File: src/design/tagged_udp_match_and_rewrite_assert.svh
// Assertion macros shared by the tagged UDP match and rewrite block.
`ifndef TAGGED_UDP_MATCH_AND_REWRITE_ASSERT_SVH
`define TAGGED_UDP_MATCH_AND_REWRITE_ASSERT_SVH
`ifndef ASSERT_OFF
// Same-cycle implication, checked on clk and disabled during reset.
`define TUMR_ASSERT_IMPL(lbl, pre, post) \
  lbl: assert property (@(posedge clk) disable iff (!rst_n) (pre) |-> (post)) \
    else $error("tumr assertion failed");
// Next-cycle implication, checked on clk and disabled during reset.
`define TUMR_ASSERT_NEXT(lbl, pre, post) \
  lbl: assert property (@(posedge clk) disable iff (!rst_n) (pre) |=> (post)) \
    else $error("tumr assertion failed");
`else
`define TUMR_ASSERT_IMPL(lbl, pre, post)
`define TUMR_ASSERT_NEXT(lbl, pre, post)
`endif
`endif

File: src/design/tumr_ram.sv
// Generic simple dual-port RAM with registered read.
module tumr_ram #(
  parameter int WIDTH = 8,
  parameter int DEPTH = 16,
  parameter int AW    = (DEPTH > 1) ? $clog2(DEPTH) : 1
) (
  input  logic             clk,
  input  logic             we,
  input  logic [AW-1:0]    waddr,
  input  logic [WIDTH-1:0] wdata,
  input  logic             re,
  input  logic [AW-1:0]    raddr,
  output logic [WIDTH-1:0] rdata
);

  logic [WIDTH-1:0] mem [DEPTH];
  logic [WIDTH-1:0] rdata_r;

  always_ff @(posedge clk) begin
    if (we) begin
      mem[waddr] <= wdata;
    end
    if (re) begin
      rdata_r <= mem[raddr];
    end
  end

  assign rdata = rdata_r;

endmodule

File: config.mk
export PLATFORM = sky130hd
export DESIGN_NAME = tumr_ram
export DESIGN_NICKNAME = d
export VERILOG_FILES = /design/src/design/tagged_udp_match_and_rewrite_assert.svh /design/src/design/tumr_ram.sv
export SDC_FILE = /design/constraint.sdc
export NUM_CORES = 1
export LEC_CHECK = 0
export CAP_MARGIN = 40
export CORE_ASPECT_RATIO = 0.5
export CORE_MARGIN = 2
export CORE_UTILIZATION = 55
export DETAILED_ROUTE_END_ITERATION = 12
export DONT_BUFFER_PORTS = 1
export PLACE_DENSITY = 0.73
export REMOVE_ABC_BUFFERS = 1
export SLEW_MARGIN = 10
export SYNTH_ARGS = -nofsm -noshare
export SYNTH_HDL_FRONTEND = slang
export SYNTH_SLANG_ARGS = --single-unit
File: constraint.sdc
create_clock -name clk -period 1.5 [get_ports clk]
set_input_delay 0.15 -clock clk [delete_from_list [all_inputs] [get_ports clk]]
set_output_delay 0.15 -clock clk [all_outputs]
set_load 0.05 [all_outputs]
==> out/metrics.yaml, run 1 <==
outcome: "finished, final reports clean"
worstPathRequired_ps: 1650
use_met2: 0.358
ys_async_sr_fraction: 0
syn-cell-area_mm2: 0.00523
period_minus_slack_ps: 1500
crit_type: "flop to flop"
top_usage_layer: "met2"
grt_remaining_overflow: 0
dr.first_iter.drc_count: 328
hpwl_um: 6190
grt_pass1_vias: 2561
cts_htree_levels: 4
use_met3: 0.0702
grt_pass1_wl_um: 16200
clkLatencyLatePin_ps: 410
drtAntennaViolNets: 0
yosys.area.top_type: "edfxtp_1"
total_power_w: 0.00877
drv_cap: 0
grt_usage: 0.233
path_max_fanout: 1
core_mm2: 0.00935
cts-root-buf: "clkbuf_16"
hp-class: "input port to flop"
cts_tree: "done"
min_path_cells: 2
relSlewSlack: 0.584
whs_endpoint: "mem[0][5]"
slew_viol_final: 0
dr.pass1.iters: 4
drc: 0
critPathTopFamily: "multiplexers"
num_vias: 2515
io_buffers: 0
wl_um: 10800
setup_viol: 0
fmax_mhz: 667
hold_viol_final: 0
final_cells: 399
die_y_um: 72.9
antenna_found_initial: 0
crit_slowest_cell: "mux4_2"
critical_path.startpoint_type: "flop"
placedCellCount: 358
regToRegSetupSlack_ps: 1
area_delta_synth_final_pct: 16.9
rows: 25
rsz0062_at_grt: "yes"
gr-usage-met1: 0.322
post_cts_buffers: 0
cts_buffers: 17
cts_sinks: 136
synth_top_cells_by_area: "edfxtp_1, mux4_2, mux4_1"
wire_per_inst_um: 27.0
ys.warnings.count: 0
viasPerCell: 6.30
postSynthAreaPerCell_um2: 22.8
fin_crit_sh: 0.999
rr_endpoint: "rdata[3]"
grt_max_degree: 33
cp_cell_sequence: "mux4_2, a22oi_2, nand2_1"
path_buf_inv: 0
clk_pin_slew_ps: 50
crit_path_end_kind: "flop"
die_x_um: 142
cellLeakagePower_nw: 2.00
cp.arrival_ps: 1650
synth_common_cells: "edfxtp_1, mux4_2, a22oi_1"
ctsLongestPathBuffers: 2
globalplace.congestion: 0.745
ff2ff_path_depth: 3
min_from: "waddr[0]"
cellPowerDensity_mw_per_mm2: 1430
r2r-start: "mem[7][3]"
synth_ff_type: "edfxtp_1"
ys_seq_elements: 136
skew_ps: 6.49
io_pins: 27
yosysSeqAreaShare: 0.781
drive_gt1_frac: 0.291
initial_utilization: 0.559
nNetsFinal: 284
diodes: 0
fill_cells: 574
synth-edff-count: 136
syn_inst: 229
synth_most_common_cell: "edfxtp_1"
vdd_drop_max_v: 0.000791
synth_top_area_frac: 0.781
startpoint: "mem[7][3]"
synth_cell_types: 18
max_stage_delay_ps: 540
tightestPinTransition_ps: 622
die_area_mm2: 0.0103
-- worst max-delay path by stage --
| stage | slack (ps) | depth (start not counted) | endpoint |
|---|---|---|---|
| 2_1_floorplan | -140 | 2 | mem[0][0] |
| 5_1_grt | -40 | 3 | rdata[6] |
| 6_report | 1 | 3 | rdata[3] |
| 3_5_place_dp | -70 | 3 | rdata[0] |
| 4_1_cts | -9 | 3 | rdata[3] |
| 3_3_place_gp | -20 | 3 | rdata[0] |
-- timing repair --
action                     4_1_cts  5_1_grt
setup endpoints to repair        7        7
hold endpoints to repair       136        0
resized for setup               15        2
hold buffers                     9        0
pin swaps                        4        5
-- cell usage in the layout (no fill, tap or decap) --
| cell | count |
|---|---|
| nor3_1 | 4 |
| clkinv_2 | 6 |
| clkbuf_1 | 5 |
| buf_4 | 18 |
| mux4_1 | 7 |
| or3b_2 | 1 |
| mux4_2 | 25 |
| bufinv_16 | 3 |
| clkinvlp_4 | 1 |
| nand2b_1 | 2 |
| dlygate4sd3_1 | 9 |
| nand2_1 | 8 |
| nand3b_1 | 2 |
| clkbuf_16 | 17 |
| nand3_1 | 1 |
| nor2_1 | 13 |
| and2_1 | 1 |
| nor2b_1 | 1 |
| edfxtp_1 | 136 |
| a22oi_1 | 7 |
| nand2_2 | 1 |
| a22oi_2 | 9 |
| and2b_1 | 1 |
-- routing by layer --
metal  share of wire  wire, um
met1            0.43      4600
met5               0         0
met2            0.48      5190
met4           0.017       182
met3           0.076       815
-- through the flow --
step	util	setup slack, ps	cell area (um^2)	TNS [ps]	hold slack (ps)
after floorplan	-	-143	5140	-1140	249
after global placement	0.580	-17.6	5430	-19.4	250
after global routing	0.653	-39.5	6110	-64.1	102
after CTS	0.653	-9.16	6110	-9.16	102
final	0.653	1.16	6110	0	111
after detailed placement	0.580	-71.9	5430	-180	249
-- area by class of cell --
cell class                 instances  area, um^2  share of cell area
clock inverter                    10         128              0.0209
tap                              121         151              0.0248
clock buffer                      22         444              0.0727
multi-input combinational         83        1080               0.176
sequential                       136        4080               0.668
timing repair buffer              27         225              0.0369
-- worst reg2reg max path, cell delays in order, from the launching register on --
cell,delay (ps)
edfxtp_1,410
mux4_2,540
a22oi_2,200
nand2_1,100
-- where the power goes --
group / switching, W / total [W] / internal (W)
registers: 0.0000957 / 0.00438 / 0.00429
clock network: 0.00145 / 0.00404 / 0.00259
logic: 0.000182 / 0.000339 / 0.000158
total: 0.00173 / 0.00877 / 0.00704
-- registers in the layout (all words and copies together) (netlist names) --
| name | flops |
|---|---|
| mem | 128 |
| rdata | 8 |
-- kinds of logic after synthesis --
| family | Yosys count | synth area share |
|---|---|---|
| flops | 136 | 0.781 |
| compound gates | 16 | 0.0230 |
| simple gates | 35 | 0.0314 |
| mux | 32 | 0.148 |
| buf+inv | 10 | 0.0165 |
(Power assumes the default switching activity.)
==> run 2: changes to the inputs <==
--- a/config.mk
+++ b/config.mk
@@ -8,10 +8,9 @@
 export CAP_MARGIN = 40
 export CORE_ASPECT_RATIO = 0.5
 export CORE_MARGIN = 2
-export CORE_UTILIZATION = 55
+export CORE_UTILIZATION = 40
 export DETAILED_ROUTE_END_ITERATION = 12
 export DONT_BUFFER_PORTS = 1
-export PLACE_DENSITY = 0.73
 export REMOVE_ABC_BUFFERS = 1
 export SLEW_MARGIN = 10
 export SYNTH_ARGS = -nofsm -noshare
==> constraint.sdc (replaced) <==
create_clock -name clk -period 1.4 [get_ports clk]
set_input_delay 0.14 -clock clk [delete_from_list [all_inputs] [get_ports clk]]
set_output_delay 0.14 -clock clk [all_outputs]
set_load 0.05 [all_outputs]
==> out/metrics.yaml, run 2 (synthesized netlist as in run 1, its figures left out) <==
violations: "setup timing"
crit_path_end_kind: "flop"
dr.first_iter.drc_count: 216
fin_ws_ps: -64.8
cellLeakagePower_nw: 1.96
vdd_drop_max_v: 0.000847
slew_viol_final: 0
cellPowerDensity_mw_per_mm2: 1530
drv_cap: 0
top_register: "mem"
critical_path.startpoint_type: "flop"
hold_ws_ps: 99.5
hp-class: "input port to flop"
die_y_um: 84.8
setup_viol: 6
fin_tns_setup_ps: -255
ctsLongestPathBuffers: 2
tightestPinTransition_ps: 919
initial_utilization: 0.412
max_stage_delay_ps: 480
path_max_fanout: 1
cts_buffers: 17
period_minus_slack_ps: 1460
viasPerCell: 5.32
cts_tree: "done"
seq_area_mm2: 0.00408
cts-root-buf: "clkbuf_16"
drive_gt1_frac: 0.324
grt_max_degree: 33
grt_remaining_overflow: 0
antenna_found_initial: 0
io_buffers: 0
nNetsFinal: 284
rsz0062_at_grt: "yes"
largest_reg_flops: 128
path_buf_inv: 0
cts_htree_levels: 4
diodes: 0
die_area_mm2: 0.0141
cp_cell_sequence: "mux4_2, a22oi_2, nand2_1"
cts_sinks: 136
clkLatencyLatePin_ps: 410
num_vias: 2383
grt_pass1_wl_um: 15600
globalplace.congestion: 0.695
most-common-layout-cells: "edfxtp_1, mux4_2, buf_4"
outcome: "finished, violations left"
worstPathRequired_ps: 1550
multi_input_area_mm2: 0.00107
dr.pass1.iters: 4
fin_crit_sh: 1.05
relSlewSlack: 0.386
clk_pin_slew_ps: 60
grt_usage: 0.158
crit_type: "flop to flop"
fmax_mhz: 683
hpwl_um: 6210
skew_ps: 7.25
critPathTopFamily: "multiplexers"
drc: 0
wire_per_inst_um: 22.8
fill_cells: 1035
grt_pass1_vias: 2500
core_mm2: 0.0127
crit_slowest_cell: "mux4_2"
area_delta_synth_final_pct: 18.2
final_common_cell: "edfxtp_1"
wl_um: 10200
cp.arrival_ps: 1620
hold_viol_final: 0
drtAntennaViolNets: 0
rows: 29
io_pins: 27
die_x_um: 166
run 2: cell count changes in the layout (fill, tap and decap cells not counted), sizes merged:
cell / delta
clkinvlp: +4
clkbuf: -4
run 2: layer usage:
layer,track usage,share of wire
met1,0.219,0.44
met2,0.231,0.47
met3,0.0522,0.085
met4,0.0711,0.0053
met5,0,0
run 2: repair_timing:
item	4_1_cts	5_1_grt
setup buffers	0	0
resized for setup	17	8
hold endpoints to repair	136	0
endpoints found under the setup margin	8	8
hold buffers	9	0
pin swaps	6	6
run 2: final timing paths:
check / to / slack (ps) / start / cells after the start
hold / removal: mem[4][7] / 100 / waddr[0] / 2
setup / recovery: rdata[0] / -60 / mem[0][0] / 3
hold reg to reg: rdata[6] / 750 / mem[15][6] / 3
setup reg to reg: rdata[0] / -60 / mem[0][0] / 3
run 2: where the power goes:
| part | total (W) | internal, W | leakage [nW] | switching, W |
|---|---|---|---|---|
| clock network | 0.00438 | 0.00277 | 0.270 | 0.00161 |
| logic | 0.000360 | 0.000173 | 0.457 | 0.000187 |
| registers | 0.00469 | 0.00459 | 1.24 | 0.0000976 |
| total | 0.00943 | 0.00754 | 1.96 | 0.00190 |
run 2: per-stage QoR:
stage               power (W)  setup slack, ps  cells   util  cell area (um^2)
global placement      0.00503             -146    409  0.433              5500
floorplan             0.00494             -233    219      -              5140
global route          0.00971             -108    448  0.487              6180
detailed placement    0.00504             -162    409  0.433              5500
CTS                   0.00951            -61.2    449  0.487              6190
finish                0.00943            -64.8    448  0.487              6180
run 2: final cells by class:
cell class / instances / area share
sequential: 136 / 0.661
multi-input combinational: 83 / 0.173
clock buffer: 18 / 0.0695
timing repair buffer: 27 / 0.0365
tap: 170 / 0.0344
clock inverter: 14 / 0.0255
