## src/design/tagged_udp_match_and_rewrite_assert.svh

```systemverilog
// Assertion macros shared by the tagged UDP match and rewrite block.
`ifndef TAGGED_UDP_MATCH_AND_REWRITE_ASSERT_SVH
`define TAGGED_UDP_MATCH_AND_REWRITE_ASSERT_SVH
`ifndef ASSERT_OFF
// Same-cycle implication, checked on clk and disabled during reset.
`define TUMR_ASSERT_IMPL(lbl, pre, post) \
  lbl: assert property (@(posedge clk) disable iff (!rst_n) (pre) |-> (post)) \
    else $error("tumr assertion failed");
// Next-cycle implication, checked on clk and disabled during reset.
`define TUMR_ASSERT_NEXT(lbl, pre, post) \
  lbl: assert property (@(posedge clk) disable iff (!rst_n) (pre) |=> (post)) \
    else $error("tumr assertion failed");
`else
`define TUMR_ASSERT_IMPL(lbl, pre, post)
`define TUMR_ASSERT_NEXT(lbl, pre, post)
`endif
`endif

```

## src/design/tumr_pkg.sv

```systemverilog
// Types, constants and helper functions of the tagged UDP match and rewrite block.
package tumr_pkg;

  localparam int HDR_LEN          = 50;
  localparam int GROUP_SLOTS_DEF  = 16;
  localparam int CHK_LEN          = 14;
  localparam int RW_LEN           = 28;
  localparam int CSUM_W           = 20;
  localparam int CFG_AW           = 3;

  localparam logic [1:0] OP_FRAME = 2'd0;
  localparam logic [1:0] OP_MATCH = 2'd1;
  localparam logic [1:0] OP_FWD   = 2'd2;

  localparam logic [1:0] VERDICT_PASS    = 2'd0;
  localparam logic [1:0] VERDICT_FORWARD = 2'd1;
  localparam logic [1:0] VERDICT_DELIVER = 2'd2;

  localparam logic [15:0] ETHERTYPE_IPV4 = 16'h0800;
  localparam logic [3:0]  IHL_PLAIN      = 4'd5;
  localparam logic [7:0]  PROTO_UDP      = 8'd17;

  localparam logic [0:0] REG_TAG_MAGIC = 1'b0;

  typedef struct packed {
    logic [1:0]  opcode;
    logic [3:0]  slot;
    logic [7:0]  frame_byte;
    logic        frame_last;
    logic [31:0] addr_a;
    logic [15:0] port_a;
    logic [31:0] addr_b;
    logic [15:0] port_b;
    logic [47:0] mac_a;
    logic [47:0] mac_b;
    logic        fwd_enable;
  } in_item_t;

  typedef struct packed {
    logic [7:0] out_byte;
    logic       out_last;
    logic [1:0] verdict;
  } out_item_t;

  typedef struct packed {
    logic        en;
    logic [15:0] dst_port;
    logic [15:0] src_port;
    logic [31:0] dst_ip;
    logic [31:0] src_ip;
    logic [47:0] dst_mac;
    logic [47:0] src_mac;
  } fwd_t;

  typedef struct packed {
    logic [31:0] group;
    logic [15:0] port;
  } match_t;

  typedef struct packed {
    logic clr;
    logic add;
    logic fold;
  } csum_ctrl_t;

  // Header positions fetched for the qualification check, in shift order.
  localparam logic [5:0] CHK_POS [CHK_LEN] = '{
    6'd12, 6'd13, 6'd14, 6'd23, 6'd42, 6'd43, 6'd44,
    6'd45, 6'd46, 6'd47, 6'd48, 6'd49, 6'd36, 6'd37
  };

  // Header positions overwritten on a forward.
  localparam logic [5:0] RW_POS [RW_LEN] = '{
    6'd0,  6'd1,  6'd2,  6'd3,  6'd4,  6'd5,  6'd6,
    6'd7,  6'd8,  6'd9,  6'd10, 6'd11, 6'd24, 6'd25,
    6'd26, 6'd27, 6'd28, 6'd29, 6'd30, 6'd31, 6'd32,
    6'd33, 6'd34, 6'd35, 6'd36, 6'd37, 6'd40, 6'd41
  };

  // Rewritten byte at a header position, big-endian within each field.
  function automatic logic [7:0] rw_byte(input logic [5:0] pos, input fwd_t f,
                                         input logic [15:0] cs);
    logic [7:0] b;
    b = 8'h00;
    case (pos) inside
      [6'd0:6'd5]:   b = f.dst_mac[8*(5 - pos) +: 8];
      [6'd6:6'd11]:  b = f.src_mac[8*(11 - pos) +: 8];
      [6'd24:6'd25]: b = cs[8*(25 - pos) +: 8];
      [6'd26:6'd29]: b = f.src_ip[8*(29 - pos) +: 8];
      [6'd30:6'd33]: b = f.dst_ip[8*(33 - pos) +: 8];
      [6'd34:6'd35]: b = f.src_port[8*(35 - pos) +: 8];
      [6'd36:6'd37]: b = f.dst_port[8*(37 - pos) +: 8];
      default:       b = 8'h00;
    endcase
    return b;
  endfunction

endpackage

```

## src/design/tumr_csum.sv

```systemverilog
// Shared accumulator for the IPv4 header checksum: byte adds and end-around folds.
module tumr_csum (
  input  logic                  clk,
  input  tumr_pkg::csum_ctrl_t  ctrl,
  input  logic [7:0]            data,
  input  logic                  hi,
  output logic [15:0]           sum
);
  import tumr_pkg::*;

  logic [CSUM_W-1:0] acc_r;
  logic [CSUM_W-1:0] acc_nxt;
  logic [CSUM_W-1:0] operand;

  always_comb begin
    operand = hi ? CSUM_W'({data, 8'h00}) : CSUM_W'(data);
    acc_nxt = acc_r;
    if (ctrl.clr) begin
      acc_nxt = '0;
    end else if (ctrl.add) begin
      acc_nxt = acc_r + operand;
    end else if (ctrl.fold) begin
      acc_nxt = CSUM_W'(acc_r[15:0]) + CSUM_W'(acc_r[CSUM_W-1:16]);
    end
  end

  always_ff @(posedge clk) begin
    acc_r <= acc_nxt;
  end

  assign sum = acc_r[15:0];

endmodule

```

## config.mk

```make
export PLATFORM = sky130hd
export DESIGN_NAME = tumr_csum
export DESIGN_NICKNAME = d
export VERILOG_FILES = /design/src/design/tagged_udp_match_and_rewrite_assert.svh /design/src/design/tumr_pkg.sv /design/src/design/tumr_csum.sv
export SDC_FILE = /design/constraint.sdc
export NUM_CORES = 1
export LEC_CHECK = 0
export BUFFER_PORTS_ARGS = -buffer_cell sky130_fd_sc_hd__buf_2
export CORE_UTILIZATION = 40
export CTS_BUF_LIST = sky130_fd_sc_hd__clkbuf_16
export CTS_CLUSTER_SIZE = 8
export DETAILED_ROUTE_END_ITERATION = 7
export GPL_TIMING_DRIVEN = 0
export HOLD_SLACK_MARGIN = 0.12
export SETUP_SLACK_MARGIN = 0.4
export SLEW_MARGIN = 15
export SYNTH_ARGS = -nofsm -noshare
export SYNTH_HDL_FRONTEND = slang
export SYNTH_SLANG_ARGS = --single-unit
```

## constraint.sdc

```tcl
create_clock -name clk -period 2.7 [get_ports clk]
set_input_delay 0.135 -clock clk [delete_from_list [all_inputs] [get_ports clk]]
set_output_delay 0.135 -clock clk [all_outputs]
set_load 0.02 [all_outputs]
```

==> results.py <==
metrics = {
    "power_and_ir_drop": {
        "leakage_nw": 1.26,
        "power.total_mw": 1.13,
        "irDropWorstVdd_v": 0.000215,
        "p_per_area_mw_per_mm2": 410,
    },
    "routing": {
        "drtIter0Drc": 108,
        "num_vias": 2310,
        "antenna_left": 0,
        "post_drt_via_cell_ratio": 5.68,
        "drt_wl_total_mm": 6.63,
        "drc": 0,
        "wl_per_cell_um": 16.3,
        "first_pass_iters": 4,
    },
    "clocking": {
        "cts_buffer_depth": 2,
        "cts_tree": "done",
        "cts_hold_buf": 0,
        "cts_root_buf": "clkbuf_16",
        "clk_pin_slew_ns": 0.07,
        "cts_inserted_buffers": 3,
        "h-tree-depth": 1,
        "worstSkewPairLatency_ns": 0.26,
        "cts.sinks": 20,
    },
    "final_layout": {
        "multi_input_comb_area_sq_mm": 0.00180,
        "final_common_cell": "buf_2",
        "layout.nets": 371,
        "n_antenna_cell": 0,
        "ff_latch_area_sq_um": 412,
        "num-fill-cells": 586,
        "largest_register_ffs": 20,
        "drive_gt1_share_pct": 24.5,
        "reg_top3": "acc_r: 20 flops",
        "syn2layout_area_growth_pct": 17.5,
        "final_cell_mix": "buf_2 (28), nand2_1 (27), nor2_1 (27)",
        "largest_register": "acc_r",
    },
    "timing": {
        "finalSetupTns_ns": 0,
        "finalSetupViolCount": 0,
        "slew_viol_final": 0,
        "finalCritPeriodShare_pct": 82.6,
        "fin_crit_ns": 2.23,
        "worst_pin_slew_ns": 0.600,
        "skew_ns": 0.00735,
        "hold_violations": 0,
        "rsz0062_at_grt": "no",
        "fmax_ghz": 0.448,
        "slew_headroom_pct": 60.0,
    },
    "global_route": {
        "grt_overflow": 0,
        "grt_pass1_wl_mm": 10.8,
        "grt_pass1_vias": 2133,
        "grt_usage_pct": 22.5,
        "grt_start_max_net_pins": 13,
        "antenna_found_initial": 0,
    },
    "min_path": {
        "min-delay-start": "ctrl[1]",
        "hp-class": "input port to flop",
    },
    "synth": {
        "synth-edff-count": 0,
        "synth_seq_area_share_pct": 17.0,
        "async_reset_ff_share_pct": 0,
        "ys.flop_type": "dfxtp_1",
        "synth_area_sq_mm": 0.00235,
        "syn_nets": 337,
        "syn_avg_cell_area_sq_um": 7.79,
        "synth-seq-cells": 20,
        "ys_types": 60,
        "synthCells": 302,
        "yosysWarnings": 0,
    },
    "worst_setup_path": {
        "r2r_start": "acc_r[6]$_SDFFE_PP0P_",
        "crit_arrival_ns": 2.40,
        "critPathMaxFanout": 7,
        "regToRegSetupSlack_ns": 0.47,
        "critPathKind": "flop to flop",
        "crit_start": "acc_r[6]$_SDFFE_PP0P_",
        "startpoint_type": "flop",
        "crit_path_end_kind": "flop",
        "required_ns": 2.87,
    },
    "placement": {
        "portBuffers": 28,
        "gp_congestion": 0.904,
        "hpwl_mm": 5.12,
    },
    "die": {
        "dieArea_sq_mm": 0.00619,
        "die_h_um": 78.7,
        "die_x_um": 78.7,
        "ioPinCount": 29,
        "row_count": 27,
        "coreArea_sq_mm": 0.00557,
        "start_util_pct": 42.2,
    },
    "run": {
        "maxCapViolCount": 0,
    },
    "run_status": {
        "status": "finished clean",
    },
}
[routing by layer]
metal | up-vias | wire length [um] | global-route usage (%)
met5 | - | 0 | 0
met4 | 0 | 91 | 5.74
met3 | 8 | 221 | 2.21
met2 | 52 | 3090 | 37.1
met1 | 1096 | 3230 | 30.9
li1 | 1154 | - | -
[repair_timing]
action,CTS,global route
resized for setup,7,17
setup buffers,1,0
pin swaps,1,6
setup endpoints to repair,7,11
[cells by family (layout without fill, tap and decap cells)]
logic type,count (synthesis),after routing,synth area share (%)
adders and majority gates,22,22,12.3
DFF,20,20,17.0
buffers and inverters,34,67,8.99
AOI/OAI and AO/OA,78,78,24.4
xor gates and xnor gates,21,21,7.82
muxes,7,7,3.14
and+or+nand+nor,120,120,26.3
[cell usage after synthesis (2+ instances only)]
cell type | instances | area, sq um
a211oi_1 | 11 | 82.6
and3_1 | 4 | 25.0
o211a_1 | 2 | 20.0
nor3_1 | 4 | 20.0
mux2_1 | 2 | 22.5
nand3_1 | 10 | 50.1
o2111ai_1 | 3 | 26.3
a21o_1 | 6 | 45.0
o21ai_2 | 3 | 26.3
nor2b_1 | 11 | 68.8
nand4_1 | 5 | 31.3
xnor2_1 | 9 | 78.8
and2_1 | 11 | 68.8
nand2_1 | 27 | 101
nand2b_1 | 7 | 43.8
a21oi_1 | 19 | 95.1
o21ai_0 | 7 | 35.0
or3_1 | 2 | 12.5
buf_1 | 2 | 7.51
a21oi_2 | 2 | 17.5
clkbuf_8 | 2 | 27.5
fa_1 | 2 | 40.0
dfxtp_1 | 20 | 400
clkbuf_1 | 4 | 15.0
xor2_1 | 12 | 105
nor2_1 | 27 | 101
a31oi_1 | 3 | 18.8
inv_1 | 9 | 33.8
buf_4 | 17 | 128
mux2i_1 | 4 | 40.0
a221o_1 | 2 | 20.0
nor3b_1 | 2 | 15.0
o311ai_0 | 2 | 17.5
nand4b_1 | 2 | 17.5
o211ai_1 | 3 | 22.5
ha_1 | 20 | 250
[path summary, 6_finish.rpt]
kind,end,cells past startpoint
worst min-delay path,acc_r[16]$_SDFFE_PP0P_,4
worst max-delay path,acc_r[15]$_SDFFE_PP0P_,8
worst min register to register,acc_r[17]$_SDFFE_PP0P_,1
worst max register to register,acc_r[15]$_SDFFE_PP0P_,8
[area by class of cell]
cell class / count / share of cell area (%)
plain buffers: 25 / 6.47
clock buffers: 3 / 2.72
clock inverters: 1 / 1.09
inverters: 9 / 1.22
multi-input cells: 248 / 65.0
flip-flops and latches: 20 / 14.9
well taps: 72 / 3.26
repair buffers: 29 / 5.34
[worst max-delay path: stages (launching register included)]
cell and delay [ns]:
dfxtp_2 0.36, ha_1 0.36, and2_1 0.18, buf_4 0.15, a21oi_1 0.19, nand3_1 0.11
o21ai_2 0.22, mux2_1 0.34, a211oi_1 0.23
[report_power, final]
group          internal (mW)  switching [mW]  total [mW]
combinational          0.154           0.200       0.353
sequential             0.317          0.0350       0.352
clock                  0.295           0.132       0.427
[through the flow]
stage	area [sq um]	worst slack, ns	instances	util [%]	hold slack [ns]
after floorplan	2350	0.605	302	-	0.338
after global placement	2580	0.173	402	46.3	0.510
after detailed placement	2580	0.171	402	46.3	0.518
after CTS	2730	0.408	407	48.9	0.239
after global routing	2760	0.405	407	49.6	0.254
final	2760	0.470	407	49.6	0.229
(Power assumes the default switching activity.)
